## config.mk

```make
export PLATFORM = sky130hd
export DESIGN_NAME = ms_adpcm_block_decoder
export DESIGN_NICKNAME = d
export VERILOG_FILES = /design/src/rtl/msadpcm_pkg.sv /design/src/rtl/msadpcm_mult.sv /design/src/rtl/msadpcm_dp.sv /design/src/rtl/ms_adpcm_block_decoder.sv
export SDC_FILE = /design/constraint.sdc
export NUM_CORES = 2
export LEC_CHECK = 0
export BUFFER_PORTS_ARGS = -buffer_cell sky130_fd_sc_hd__buf_2
export CORE_MARGIN = 2
export CORE_UTILIZATION = 35
export DETAILED_ROUTE_END_ITERATION = 8
export GPL_TIMING_DRIVEN = 0
export RECOVER_POWER = 100
export SETUP_SLACK_MARGIN = 0.1
export SLEW_MARGIN = 20
export SYNTH_ARGS = -nofsm -noshare
export SYNTH_HDL_FRONTEND = slang
export SYNTH_SLANG_ARGS = --single-unit
```

## constraint.sdc

```tcl
create_clock -name aclk -period 8.1 [get_ports aclk]
set_input_delay 0.81 -clock aclk [delete_from_list [all_inputs] [get_ports aclk]]
set_output_delay 0.81 -clock aclk [all_outputs]
set_load 0.02 [all_outputs]
```

## src/rtl/msadpcm_pkg.sv

```systemverilog
// Package for the MS-ADPCM block decoder: shared types, constants and tables.
// Used by msadpcm_dp and ms_adpcm_block_decoder in rtl/; depends on nothing else.
package msadpcm_pkg;

    // Top-level sequencer states.
    typedef enum logic [1:0] {
        ST_IDLE,
        ST_CALC,
        ST_PUSH,
        ST_HDR
    } state_t;

    // Operation of the shared multiply datapath in the current cycle.
    typedef enum logic [2:0] {
        OP_NONE,
        OP_MUL1,
        OP_MUL2,
        OP_MUL3,
        OP_MUL4,
        OP_FIN
    } dp_op_t;

    // Header field that the current header byte lands in.
    typedef enum logic [2:0] {
        FLD_NONE,
        FLD_PRED,
        FLD_STEP,
        FLD_NEWEST,
        FLD_OLDER
    } hdr_fld_t;

    // Control bundle from the sequencer to the datapath.
    typedef struct packed {
        dp_op_t     op;
        logic [3:0] code;
    } dp_ctrl_t;

    // Configuration register indexes.
    localparam logic CFG_CHANNEL_COUNT = 1'b0;
    localparam logic CFG_BLOCK_BYTES   = 1'b1;

    localparam logic [1:0]  CHANNEL_COUNT_RESET = 2'd2;
    localparam logic [1:0]  CHANNEL_COUNT_MONO  = 2'd1;
    localparam logic [12:0] BLOCK_BYTES_RESET   = 13'd1024;

    localparam logic [3:0] MONO_HDR_LEN   = 4'd7;
    localparam logic [3:0] STEREO_HDR_LEN = 4'd14;

    localparam int BUILTIN_PAIRS = 7;

    localparam logic signed [31:0] STEP_FLOOR = 32'sd16;
    localparam logic signed [31:0] STEP_CEIL  = 32'sd32767;
    localparam logic signed [33:0] SAMPLE_MAX = 34'sd32767;
    localparam logic signed [33:0] SAMPLE_MIN = -34'sd32768;
    localparam logic [3:0]         NIBBLE_MASK = 4'hF;

    // Step adaptation factor for a 4-bit code, scaled by 256.
    function automatic logic signed [15:0] adapt_factor(input logic [3:0] code);
        logic signed [15:0] f;
        case (code & NIBBLE_MASK)
            4'd4, 4'd12:                      f = 16'sd307;
            4'd5, 4'd11:                      f = 16'sd409;
            4'd6, 4'd10:                      f = 16'sd512;
            4'd7, 4'd9:                       f = 16'sd614;
            4'd8:                             f = 16'sd768;
            default:                          f = 16'sd230;
        endcase
        return f;
    endfunction

    // Built-in weight of the newest sample for a table entry.
    function automatic logic signed [15:0] builtin_first(input int idx);
        logic signed [15:0] c;
        case (idx)
            0:       c = 16'sd256;
            1:       c = 16'sd512;
            3:       c = 16'sd192;
            4:       c = 16'sd240;
            5:       c = 16'sd460;
            6:       c = 16'sd392;
            default: c = 16'sd0;
        endcase
        return c;
    endfunction

    // Built-in weight of the older sample for a table entry.
    function automatic logic signed [15:0] builtin_second(input int idx);
        logic signed [15:0] c;
        case (idx)
            1:       c = -16'sd256;
            3:       c = 16'sd64;
            5:       c = -16'sd208;
            6:       c = -16'sd232;
            default: c = 16'sd0;
        endcase
        return c;
    endfunction

endpackage

```

## src/rtl/msadpcm_mult.sv

```systemverilog
// Shared 16x16 signed multiplier with a registered product.
// Depends on nothing; instantiated by msadpcm_dp.
module msadpcm_mult (
    input  logic               aclk,
    input  logic               en,
    input  logic signed [15:0] a,
    input  logic signed [15:0] b,
    output logic signed [31:0] prod
);

    logic signed [31:0] prod_reg;

    // Capture the product only when the sequencer issues a multiply.
    always_ff @(posedge aclk) begin
        if (en) begin
            prod_reg <= a * b;
        end
    end

    assign prod = prod_reg;

endmodule

```

## src/rtl/msadpcm_dp.sv

```systemverilog
// Nibble datapath: operand selection, accumulator, saturation and step update.
// Depends on msadpcm_pkg and msadpcm_mult.
module msadpcm_dp
    import msadpcm_pkg::*;
(
    input  logic               aclk,
    input  dp_ctrl_t           ctrl,
    input  logic signed [15:0] newest,
    input  logic signed [15:0] older,
    input  logic signed [15:0] coef_first,
    input  logic signed [15:0] coef_second,
    input  logic signed [15:0] step,
    output logic signed [15:0] sample,
    output logic [15:0]        new_step
);

    logic signed [15:0] mul_a;
    logic signed [15:0] mul_b;
    logic               mul_en;
    logic signed [31:0] prod;
    logic signed [32:0] acc_reg;
    logic signed [32:0] pred;
    logic signed [33:0] cur;
    logic signed [15:0] sample_reg;
    logic signed [31:0] scaled_step;

    // Operand selection for the shared multiplier, one product per step.
    always_comb begin
        mul_a  = 16'sd0;
        mul_b  = 16'sd0;
        mul_en = 1'b0;
        case (ctrl.op)
            OP_MUL1: begin
                mul_a  = newest;
                mul_b  = coef_first;
                mul_en = 1'b1;
            end
            OP_MUL2: begin
                mul_a  = older;
                mul_b  = coef_second;
                mul_en = 1'b1;
            end
            OP_MUL3: begin
                mul_a  = 16'(signed'(ctrl.code));
                mul_b  = step;
                mul_en = 1'b1;
            end
            OP_MUL4: begin
                mul_a  = adapt_factor(ctrl.code);
                mul_b  = step;
                mul_en = 1'b1;
            end
            default: begin
                mul_en = 1'b0;
            end
        endcase
    end

    msadpcm_mult u_mult (
        .aclk (aclk),
        .en   (mul_en),
        .a    (mul_a),
        .b    (mul_b),
        .prod (prod)
    );

    // Prediction with floor division by 256, plus the scaled code.
    assign pred = acc_reg >>> 8;
    assign cur  = 34'(pred) + 34'(prod);

    // Accumulate the two prediction terms, then form the saturated sample.
    always_ff @(posedge aclk) begin
        case (ctrl.op)
            OP_MUL2: begin
                acc_reg <= 33'(prod);
            end
            OP_MUL3: begin
                acc_reg <= acc_reg + 33'(prod);
            end
            OP_MUL4: begin
                if (cur > SAMPLE_MAX) begin
                    sample_reg <= 16'sd32767;
                end else if (cur < SAMPLE_MIN) begin
                    sample_reg <= -16'sd32768;
                end else begin
                    sample_reg <= cur[15:0];
                end
            end
            default: begin
                acc_reg <= acc_reg;
            end
        endcase
    end

    // Adapted step, clamped to the legal range; valid in the final step.
    assign scaled_step = prod >>> 8;

    always_comb begin
        if (scaled_step < STEP_FLOOR) begin
            new_step = 16'd16;
        end else if (scaled_step > STEP_CEIL) begin
            new_step = 16'd32767;
        end else begin
            new_step = scaled_step[15:0];
        end
    end

    assign sample = sample_reg;

endmodule

```

## src/rtl/ms_adpcm_block_decoder.sv

```systemverilog
// Top level of the MS-ADPCM block decoder: APB registers, header parsing,
// channel state, sequencer and output register. Depends on msadpcm_pkg, msadpcm_dp.
//
// Channel   Handshake          Payload
// s_        s_valid/s_ready    s_action, s_data_byte, s_coef_index, s_coef_first,
//                              s_coef_second
// m_        m_valid/m_ready    m_sample, m_channel, m_last
// APB       psel/penable/      pwrite, paddr, pwdata, prdata, pready (always high)
//
// The final header byte is followed by one output per header sample (two mono,
// four stereo). Each nibble of a data byte takes four passes through the one
// shared multiplier, a step update and an output. s_ready stays low until the
// sequencer is back in idle. A stalled m_ready holds the sequencer before each
// output. Reset is synchronous and restores the built-in table.
module ms_adpcm_block_decoder
    import msadpcm_pkg::*;
#(
    parameter int COEF_ENTRIES = 8
) (
    input  logic               aclk,
    input  logic               aresetn,
    input  logic               s_valid,
    output logic               s_ready,
    input  logic               s_action,
    input  logic [7:0]         s_data_byte,
    input  logic [2:0]         s_coef_index,
    input  logic signed [15:0] s_coef_first,
    input  logic signed [15:0] s_coef_second,
    output logic               m_valid,
    input  logic               m_ready,
    output logic signed [15:0] m_sample,
    output logic               m_channel,
    output logic               m_last,
    input  logic               psel,
    input  logic               penable,
    input  logic               pwrite,
    input  logic [2:0]         paddr,
    input  logic [31:0]        pwdata,
    output logic [31:0]        prdata,
    output logic               pready
);

    // Only entries reachable by a 3-bit load index need storage.
    localparam int TBL_N   = (COEF_ENTRIES < 8) ? COEF_ENTRIES : 8;
    localparam int TIDX_W  = $clog2(TBL_N);
    localparam int PRED_W  = $clog2(COEF_ENTRIES);

    state_t state_reg, state_next;
    dp_op_t op_reg, op_next;

    logic [1:0]  cc_reg;
    logic [12:0] bb_reg;
    logic [12:0] pos_reg;
    logic [7:0]  byte_reg;
    logic        nib_sel_reg;
    logic [1:0]  hdr_idx_reg;

    logic signed [15:0] c1_reg [TBL_N];
    logic signed [15:0] c2_reg [TBL_N];

    logic [15:0]       step_reg   [2];
    logic [15:0]       newest_reg [2];
    logic [15:0]       older_reg  [2];
    logic [PRED_W-1:0] pred_reg   [2];

    logic               m_valid_reg;
    logic signed [15:0] m_sample_reg;
    logic               m_channel_reg;
    logic               m_last_reg;

    logic        accept;
    logic        cfg_wr;
    logic        mono;
    logic [3:0]  hlen;
    logic [12:0] blen;
    logic        in_hdr;
    logic        hdr_end;
    logic [13:0] pos_inc;
    logic [12:0] pos_next;
    logic        slot_free;
    logic        load_out;
    logic        cur_ch;
    logic        hdr_last;
    logic        hdr_ch;
    logic        hdr_sel_newest;
    logic        wb;

    hdr_fld_t    fld;
    logic        fld_ch;
    logic        fld_hi;
    logic [3:0]  hp;
    logic [3:0]  hr;
    logic [PRED_W-1:0] pred_val;

    logic [PRED_W-1:0]  cur_pred;
    logic               coef_hit;
    logic signed [15:0] cur_c1;
    logic signed [15:0] cur_c2;

    dp_ctrl_t           dp_ctrl;
    logic signed [15:0] dp_sample;
    logic [15:0]        dp_new_step;

    // Handshake and configuration decode.
    assign accept    = s_valid && s_ready;
    assign cfg_wr    = psel && penable && pwrite && pready;
    assign pready    = 1'b1;
    assign slot_free = !m_valid_reg || m_ready;

    always_comb begin
        case (paddr[2])
            CFG_CHANNEL_COUNT: prdata = {30'd0, cc_reg};
            CFG_BLOCK_BYTES:   prdata = {19'd0, bb_reg};
            default:           prdata = 32'd0;
        endcase
    end

    // Block geometry and position advance.
    assign mono     = (cc_reg == CHANNEL_COUNT_MONO);
    assign hlen     = mono ? MONO_HDR_LEN : STEREO_HDR_LEN;
    assign blen     = (bb_reg < 13'(hlen)) ? 13'(hlen) : bb_reg;
    assign in_hdr   = pos_reg < 13'(hlen);
    assign hdr_end  = pos_reg == 13'(hlen - 4'd1);
    assign pos_inc  = {1'b0, pos_reg} + 14'd1;
    assign pos_next = (pos_inc >= {1'b0, blen}) ? 13'd0 : pos_inc[12:0];

    // Map the header byte position to a field, channel and byte half.
    assign hp = pos_reg[3:0];
    assign hr = hp - 4'd2;
    assign pred_val = ({1'b0, s_data_byte} < 9'(COEF_ENTRIES)) ?
                      s_data_byte[PRED_W-1:0] : '0;

    always_comb begin
        fld    = FLD_NONE;
        fld_ch = 1'b0;
        fld_hi = 1'b0;
        if (mono) begin
            case (hp)
                4'd0:       fld = FLD_PRED;
                4'd1, 4'd2: fld = FLD_STEP;
                4'd3, 4'd4: fld = FLD_NEWEST;
                4'd5, 4'd6: fld = FLD_OLDER;
                default:    fld = FLD_NONE;
            endcase
            fld_hi = (hp == 4'd2) || (hp == 4'd4) || (hp == 4'd6);
        end else if (hp < 4'd2) begin
            fld    = FLD_PRED;
            fld_ch = hp[0];
        end else begin
            fld_ch = hr[1];
            fld_hi = hr[0];
            if (hr < 4'd4) begin
                fld = FLD_STEP;
            end else if (hr < 4'd8) begin
                fld = FLD_NEWEST;
            end else begin
                fld = FLD_OLDER;
            end
        end
    end

    // Header sample emission order: older then newest, left before right.
    assign hdr_ch         = mono ? 1'b0 : hdr_idx_reg[0];
    assign hdr_sel_newest = mono ? hdr_idx_reg[0] : hdr_idx_reg[1];
    assign hdr_last       = mono ? (hdr_idx_reg == 2'd1) : (hdr_idx_reg == 2'd3);

    // Current nibble's channel and its coefficient pair.
    assign cur_ch   = nib_sel_reg && !mono;
    assign cur_pred = pred_reg[cur_ch];
    assign coef_hit = 9'(cur_pred) < 9'(TBL_N);
    assign cur_c1   = coef_hit ? c1_reg[cur_pred[TIDX_W-1:0]] : 16'sd0;
    assign cur_c2   = coef_hit ? c2_reg[cur_pred[TIDX_W-1:0]] : 16'sd0;

    assign dp_ctrl.op   = (state_reg == ST_CALC) ? op_reg : OP_NONE;
    assign dp_ctrl.code = nib_sel_reg ? byte_reg[3:0] : byte_reg[7:4];

    msadpcm_dp u_dp (
        .aclk        (aclk),
        .ctrl        (dp_ctrl),
        .newest      (signed'(newest_reg[cur_ch])),
        .older       (signed'(older_reg[cur_ch])),
        .coef_first  (cur_c1),
        .coef_second (cur_c2),
        .step        (signed'(step_reg[cur_ch])),
        .sample      (dp_sample),
        .new_step    (dp_new_step)
    );

    // Next-state logic of the sequencer.
    always_comb begin
        state_next = state_reg;
        case (state_reg)
            ST_IDLE: begin
                if (accept && !s_action) begin
                    if (!in_hdr) begin
                        state_next = ST_CALC;
                    end else if (hdr_end) begin
                        state_next = ST_HDR;
                    end
                end
            end
            ST_CALC: begin
                if (op_reg == OP_FIN) begin
                    state_next = ST_PUSH;
                end
            end
            ST_PUSH: begin
                if (slot_free) begin
                    state_next = nib_sel_reg ? ST_IDLE : ST_CALC;
                end
            end
            ST_HDR: begin
                if (slot_free && hdr_last) begin
                    state_next = ST_IDLE;
                end
            end
            default: begin
                state_next = ST_IDLE;
            end
        endcase
    end

    // Output logic of the sequencer.
    always_comb begin
        s_ready  = 1'b0;
        load_out = 1'b0;
        wb       = 1'b0;
        op_next  = OP_NONE;
        case (state_reg)
            ST_IDLE: begin
                s_ready = 1'b1;
                op_next = OP_MUL1;
            end
            ST_CALC: begin
                wb = (op_reg == OP_FIN);
                case (op_reg)
                    OP_MUL1: op_next = OP_MUL2;
                    OP_MUL2: op_next = OP_MUL3;
                    OP_MUL3: op_next = OP_MUL4;
                    OP_MUL4: op_next = OP_FIN;
                    default: op_next = OP_NONE;
                endcase
            end
            ST_PUSH: begin
                load_out = slot_free;
                op_next  = OP_MUL1;
            end
            ST_HDR: begin
                load_out = slot_free;
            end
            default: begin
                s_ready = 1'b0;
            end
        endcase
    end

    // Sequencer registers.
    always_ff @(posedge aclk) begin
        if (!aresetn) begin
            state_reg   <= ST_IDLE;
            op_reg      <= OP_NONE;
            nib_sel_reg <= 1'b0;
            hdr_idx_reg <= 2'd0;
            pos_reg     <= 13'd0;
        end else begin
            state_reg <= state_next;
            op_reg    <= op_next;
            if (accept) begin
                nib_sel_reg <= 1'b0;
                hdr_idx_reg <= 2'd0;
                if (!s_action) begin
                    pos_reg <= pos_next;
                end
            end else begin
                if (state_reg == ST_PUSH && slot_free) begin
                    nib_sel_reg <= 1'b1;
                end
                if (state_reg == ST_HDR && slot_free) begin
                    hdr_idx_reg <= hdr_idx_reg + 2'd1;
                end
            end
        end
    end

    always_ff @(posedge aclk) begin
        if (accept) begin
            byte_reg <= s_data_byte;
        end
    end

    // Configuration registers.
    always_ff @(posedge aclk) begin
        if (!aresetn) begin
            cc_reg <= CHANNEL_COUNT_RESET;
            bb_reg <= BLOCK_BYTES_RESET;
        end else if (cfg_wr) begin
            case (paddr[2])
                CFG_CHANNEL_COUNT: cc_reg <= pwdata[1:0];
                CFG_BLOCK_BYTES:   bb_reg <= pwdata[12:0];
                default:           cc_reg <= cc_reg;
            endcase
        end
    end

    // Coefficient table, loaded by a table transaction.
    always_ff @(posedge aclk) begin
        if (!aresetn) begin
            for (int i = 0; i < TBL_N; i++) begin
                c1_reg[i] <= (i < BUILTIN_PAIRS) ? builtin_first(i) : 16'sd0;
                c2_reg[i] <= (i < BUILTIN_PAIRS) ? builtin_second(i) : 16'sd0;
            end
        end else if (accept && s_action && (4'(s_coef_index) < 4'(TBL_N))) begin
            c1_reg[s_coef_index[TIDX_W-1:0]] <= s_coef_first;
            c2_reg[s_coef_index[TIDX_W-1:0]] <= s_coef_second;
        end
    end

    // Per-channel decoder state: header byte writes and nibble write-back.
    always_ff @(posedge aclk) begin
        if (!aresetn) begin
            for (int i = 0; i < 2; i++) begin
                step_reg[i]   <= 16'd0;
                newest_reg[i] <= 16'd0;
                older_reg[i]  <= 16'd0;
                pred_reg[i]   <= '0;
            end
        end else if (accept && !s_action && in_hdr) begin
            case (fld)
                FLD_PRED: begin
                    pred_reg[fld_ch] <= pred_val;
                end
                FLD_STEP: begin
                    if (fld_hi) step_reg[fld_ch][15:8] <= s_data_byte;
                    else        step_reg[fld_ch][7:0]  <= s_data_byte;
                end
                FLD_NEWEST: begin
                    if (fld_hi) newest_reg[fld_ch][15:8] <= s_data_byte;
                    else        newest_reg[fld_ch][7:0]  <= s_data_byte;
                end
                FLD_OLDER: begin
                    if (fld_hi) older_reg[fld_ch][15:8] <= s_data_byte;
                    else        older_reg[fld_ch][7:0]  <= s_data_byte;
                end
                default: begin
                    pred_reg[0] <= pred_reg[0];
                end
            endcase
        end else if (wb) begin
            step_reg[cur_ch]   <= dp_new_step;
            older_reg[cur_ch]  <= newest_reg[cur_ch];
            newest_reg[cur_ch] <= dp_sample;
        end
    end

    // Output register: holds one result while the sequencer moves on.
    always_ff @(posedge aclk) begin
        if (!aresetn) begin
            m_valid_reg <= 1'b0;
        end else if (load_out) begin
            m_valid_reg <= 1'b1;
        end else if (m_ready) begin
            m_valid_reg <= 1'b0;
        end
    end

    always_ff @(posedge aclk) begin
        if (load_out) begin
            if (state_reg == ST_HDR) begin
                m_sample_reg  <= hdr_sel_newest ? signed'(newest_reg[hdr_ch]) :
                                                  signed'(older_reg[hdr_ch]);
                m_channel_reg <= hdr_ch;
                m_last_reg    <= hdr_last;
            end else begin
                m_sample_reg  <= dp_sample;
                m_channel_reg <= cur_ch;
                m_last_reg    <= nib_sel_reg;
            end
        end
    end

    assign m_valid   = m_valid_reg;
    assign m_sample  = m_sample_reg;
    assign m_channel = m_channel_reg;
    assign m_last    = m_last_reg;

    // A data byte past the header starts the multiply sequence.
    assert property (@(posedge aclk) disable iff (!aresetn)
        (accept && !s_action && !in_hdr) |=> (state_reg == ST_CALC && op_reg == OP_MUL1))
        else $error("data transaction did not start the nibble sequence");

    // A new result never overwrites one that is still waiting.
    assert property (@(posedge aclk) disable iff (!aresetn)
        load_out |-> (!m_valid_reg || m_ready))
        else $error("output register overwritten while stalled");

    // The last header sample carries the last flag.
    assert property (@(posedge aclk) disable iff (!aresetn)
        (state_reg == ST_HDR && slot_free && hdr_last) |=> (m_valid && m_last))
        else $error("final header sample missing its last flag");

endmodule

```

==> impl_results.md <==
- Met2 usage: around a third
- H-tree levels: 2
- Part of the Yosys area used for sequential elements: 39.64%
- Worst clock skew: ~0.023 ns
- Slew headroom: -48.03%
- DRC viols: 0
- GRT busiest layer: met2
- Fmax: 121.3 MHz
- Synth Area in Compound Gates: ~8.3%
- Placed wire-length estimate: roughly 84000 µm
- Hold Buf Count CTS: 0
- Vias in the first global route: 27660
- Core ar.: ~110000 µm²
- Synth Area in XOR/XNOR: around 2.5%
- Syn-to-layout area delta: 19.18%
- Max IR drop VDD: between 0.15 and 0.2 mV
- Nets: 4304
- Post-synth top area share: about 38%
- Largest net degree at the start of global routing: 26
- Delay of the slowest critical-path stage: between 0.5 and 0.6 ns
- Clock sinks: ~500
- Gp weighted congestion: 0.9350
- Period minus WS final: between 8 and 9 ns
- Vert. Die Dim: roughly 330 µm
- Max-capacitance violation count: 1
- Final WS setup: -0.1442 ns
- Site row count: around 120
- Die footprint: approximately 110000 µm²
- Antenna Nets Post-Route: 0
- Maximum buffer depth of the clock tree: 3
- Synth Area in Simple Gates: between 15 and 20%
- TritonRoute pass-1 iters: 7
- First-pass GRT wire length: between 150000 and 200000 µm
- Startpoint types: flip-flop
- Critical Path Sink Type: flip-flop
- Run status: finished, violations left
- CP max-delay cell: fa_1
- Leak pwr: 17.91 nW
- Clock-pin slew on the worst setup and hold paths: 0.07 ns
- Tot GR Track Use: a little over a fifth
- Die Span X: about 330 µm
- P per Cell Area: approximately 130 nW/µm²
- Largest family of logic cells by synthesized area: adder cells
- Placed Instance Area: between 40000 and 50000 µm²
- Initial core utilization: 35.24%
- Synth cell types: 89
- Final core occ: between 40% and 50%
- Met1 Resource Use GR: 28.34%
- Initial antenna violation count: 5
- Worst-path fanout max: 6
- Vias: approximately 27000
- Crit Path Category: flip-flop to flip-flop
- CP most frequent cell: fa_1
- Syn Inst Count: ~3500
- Avg Vias per Cell: between 5 and 6
- Worst min path class: primary input to flip-flop
- Final Cycle Share: 101.8%
- FF+latch count, synth: 502
- Arrival @ worst endpoint: roughly 8.6 ns
- Critical path required time: 8.48 ns
- Final count of hold timing violations: 0
- Grt ovf: 0
- Most frequent cell after synthesis: edfxtp_1
- Pre-CTS setup slack: -2.355 ns
- Worst Tran Pin Value: approximately 2.2 ns
- I/O pin cnt: between 100 and 150
- Mux contribution to synthesized area: 6.743%
- Root Buffer: clkbuf_16
- Final WL: around 110000 µm
- Adder-Cell Fraction of Synth Area: roughly a fifth
- GRT met3 Usage: 4.155%
- Worst-Skew Late Latency: 0.64 ns
- CTS buffer count: 53
- IO Port Bufs: between 90 and 100
- Final Max Tran Viols: 23
- Synthesized cell area: around 37000 µm²
- WHS: roughly 0.4 ns
- Final setup vio count: 5
- Layout cells sized above 1: roughly a fifth
- Number of synthesized flops with an enable pin: 465
- Commonest cells in the netlist: edfxtp_1 (465), inv_1 (368), nor2_1 (347), nand2_1 (279), fa_1 (265)
- RSZ-0062 raised after global routing: true
- Starting DRT DRC Count: 2458
- CTS tree: yes
- FFs w/ async S/R, synth: 0%
- Synth warnings: 0
- Final instance area: 44200 µm²
- Wire per inst: between 20 and 25 µm
- Largest cells by area after synthesis: edfxtp_1 (38%), fa_1 (14%), ha_1 (5.8%), mux4_2 (4.9%), and2_1 (4.1%)
- Failing checks: capacitance limit, slew limit, setup timing
- Mapped Avg Cell Area: 10.68 µm²
- Largest area contributor in the netlist: edfxtp_1
- Fin Setup TNS: -0.3072 ns
- Top FF cell, synth: edfxtp_1
## report_power, final
part / internal [mW] / total [mW] / switching [mW]
logic: 0.159 / 0.391 / 0.232
clock network: 1.40 / 2.50 / 1.10
registers: 2.88 / 2.91 / 0.0255
## path summary, 6_finish.rpt
kind / from / to / depth (start not counted) / slack [ns]
setup / recovery: cc_reg[1] / u_dp.u_mult.prod[29] / 36 / -0.14
hold / removal: pwdata[12] / bb_reg[12] / 3 / 0.41
setup reg to reg: cc_reg[1] / u_dp.u_mult.prod[29] / 36 / -0.14
hold reg to reg: bb_reg[9] / bb_reg[9] / 2 / 0.50
## critical path: cells and delay by family, from the launching register on
| family | cells | cell delay, ns |
|---|---|---|
| adders and majority gates | 7 | 3.32 |
| buffers and inverters | 11 | 1.23 |
| AOI/OAI and AO/OA | 8 | 1.16 |
| and+or+nand+nor | 7 | 1.03 |
| muxes | 2 | 0.82 |
| DFF | 1 | 0.32 |
| xor gates and xnor gates | 1 | 0.06 |
## layout make-up
| type | count | area [µm²] |
|---|---|---|
| Fill cell | 9920 | 61060 |
| Multi-Input combinational cell | 2451 | 21430 |
| Sequential cell | 502 | 14710 |
| Timing Repair Buffer | 234 | 2007 |
| Tap cell | 1391 | 1740 |
| Inverter | 368 | 1386 |
| Clock buffer | 59 | 1349 |
| Buffer | 169 | 1187 |
| Clock inverter | 39 | 391.6 |
| Timing Repair inverter | 1 | 5.005 |
| Antenna cell | 2 | 5.005 |
## kinds of logic after synthesis
family                     count (synthesis)
DFF                                      502
xor gates and xnor gates                 107
muxes                                    147
buffers and inverters                    537
and+or+nand+nor                         1245
AOI/OAI and AO/OA                        494
other                                      2
adders and majority gates                438
## what timing repair did
item / CTS / global route
setup buffers: 98 / 15
gates cloned: 8 / 0
hold endpoints to repair: 0 / 0
endpoints found under the setup margin: 24 / 15
pin swaps: 96 / 15
gates resized for setup: 326 / 39
## cells in the final DEF, fill, tap and decap left out, types with 20 or more instances in the layout
master,count
edfxtp_1,465
inv_1,352
nor2_1,330
nand2_1,261
fa_1,251
and2_1,235
ha_1,161
a21oi_1,142
clkbuf_1,119
buf_4,114
or2_2,105
o21ai_0,95
mux4_2,80
buf_2,74
xnor2_1,59
clkbuf_16,55
a21o_1,55
xor2_1,48
or3_1,44
mux2i_1,37
nor3_1,37
dfxtp_1,35
nand3_1,31
nand2b_1,26
a21oi_2,26
mux2_2,23
buf_6,22
conb_1,20
## layer usage
| layer | wire [µm] | part of all wire (%) | up-vias |
|---|---|---|---|
| li1 | - | - | 12480 |
| met1 | 47890 | 42 | 13700 |
| met2 | 52840 | 46 | 1043 |
| met3 | 9037 | 7.9 | 178 |
| met4 | 3898 | 3.4 | 6 |
| met5 | 34 | 0.030 | - |
## through the flow
step,instances,power (mW)
final,5216,5.797
after global routing,5216,5.950
after CTS,5200,5.818
after detailed placement,4996,3.304
after global placement,4977,3.281
after floorplan,3490,3.150
Note: power is estimated with default switching activity, not from simulation.
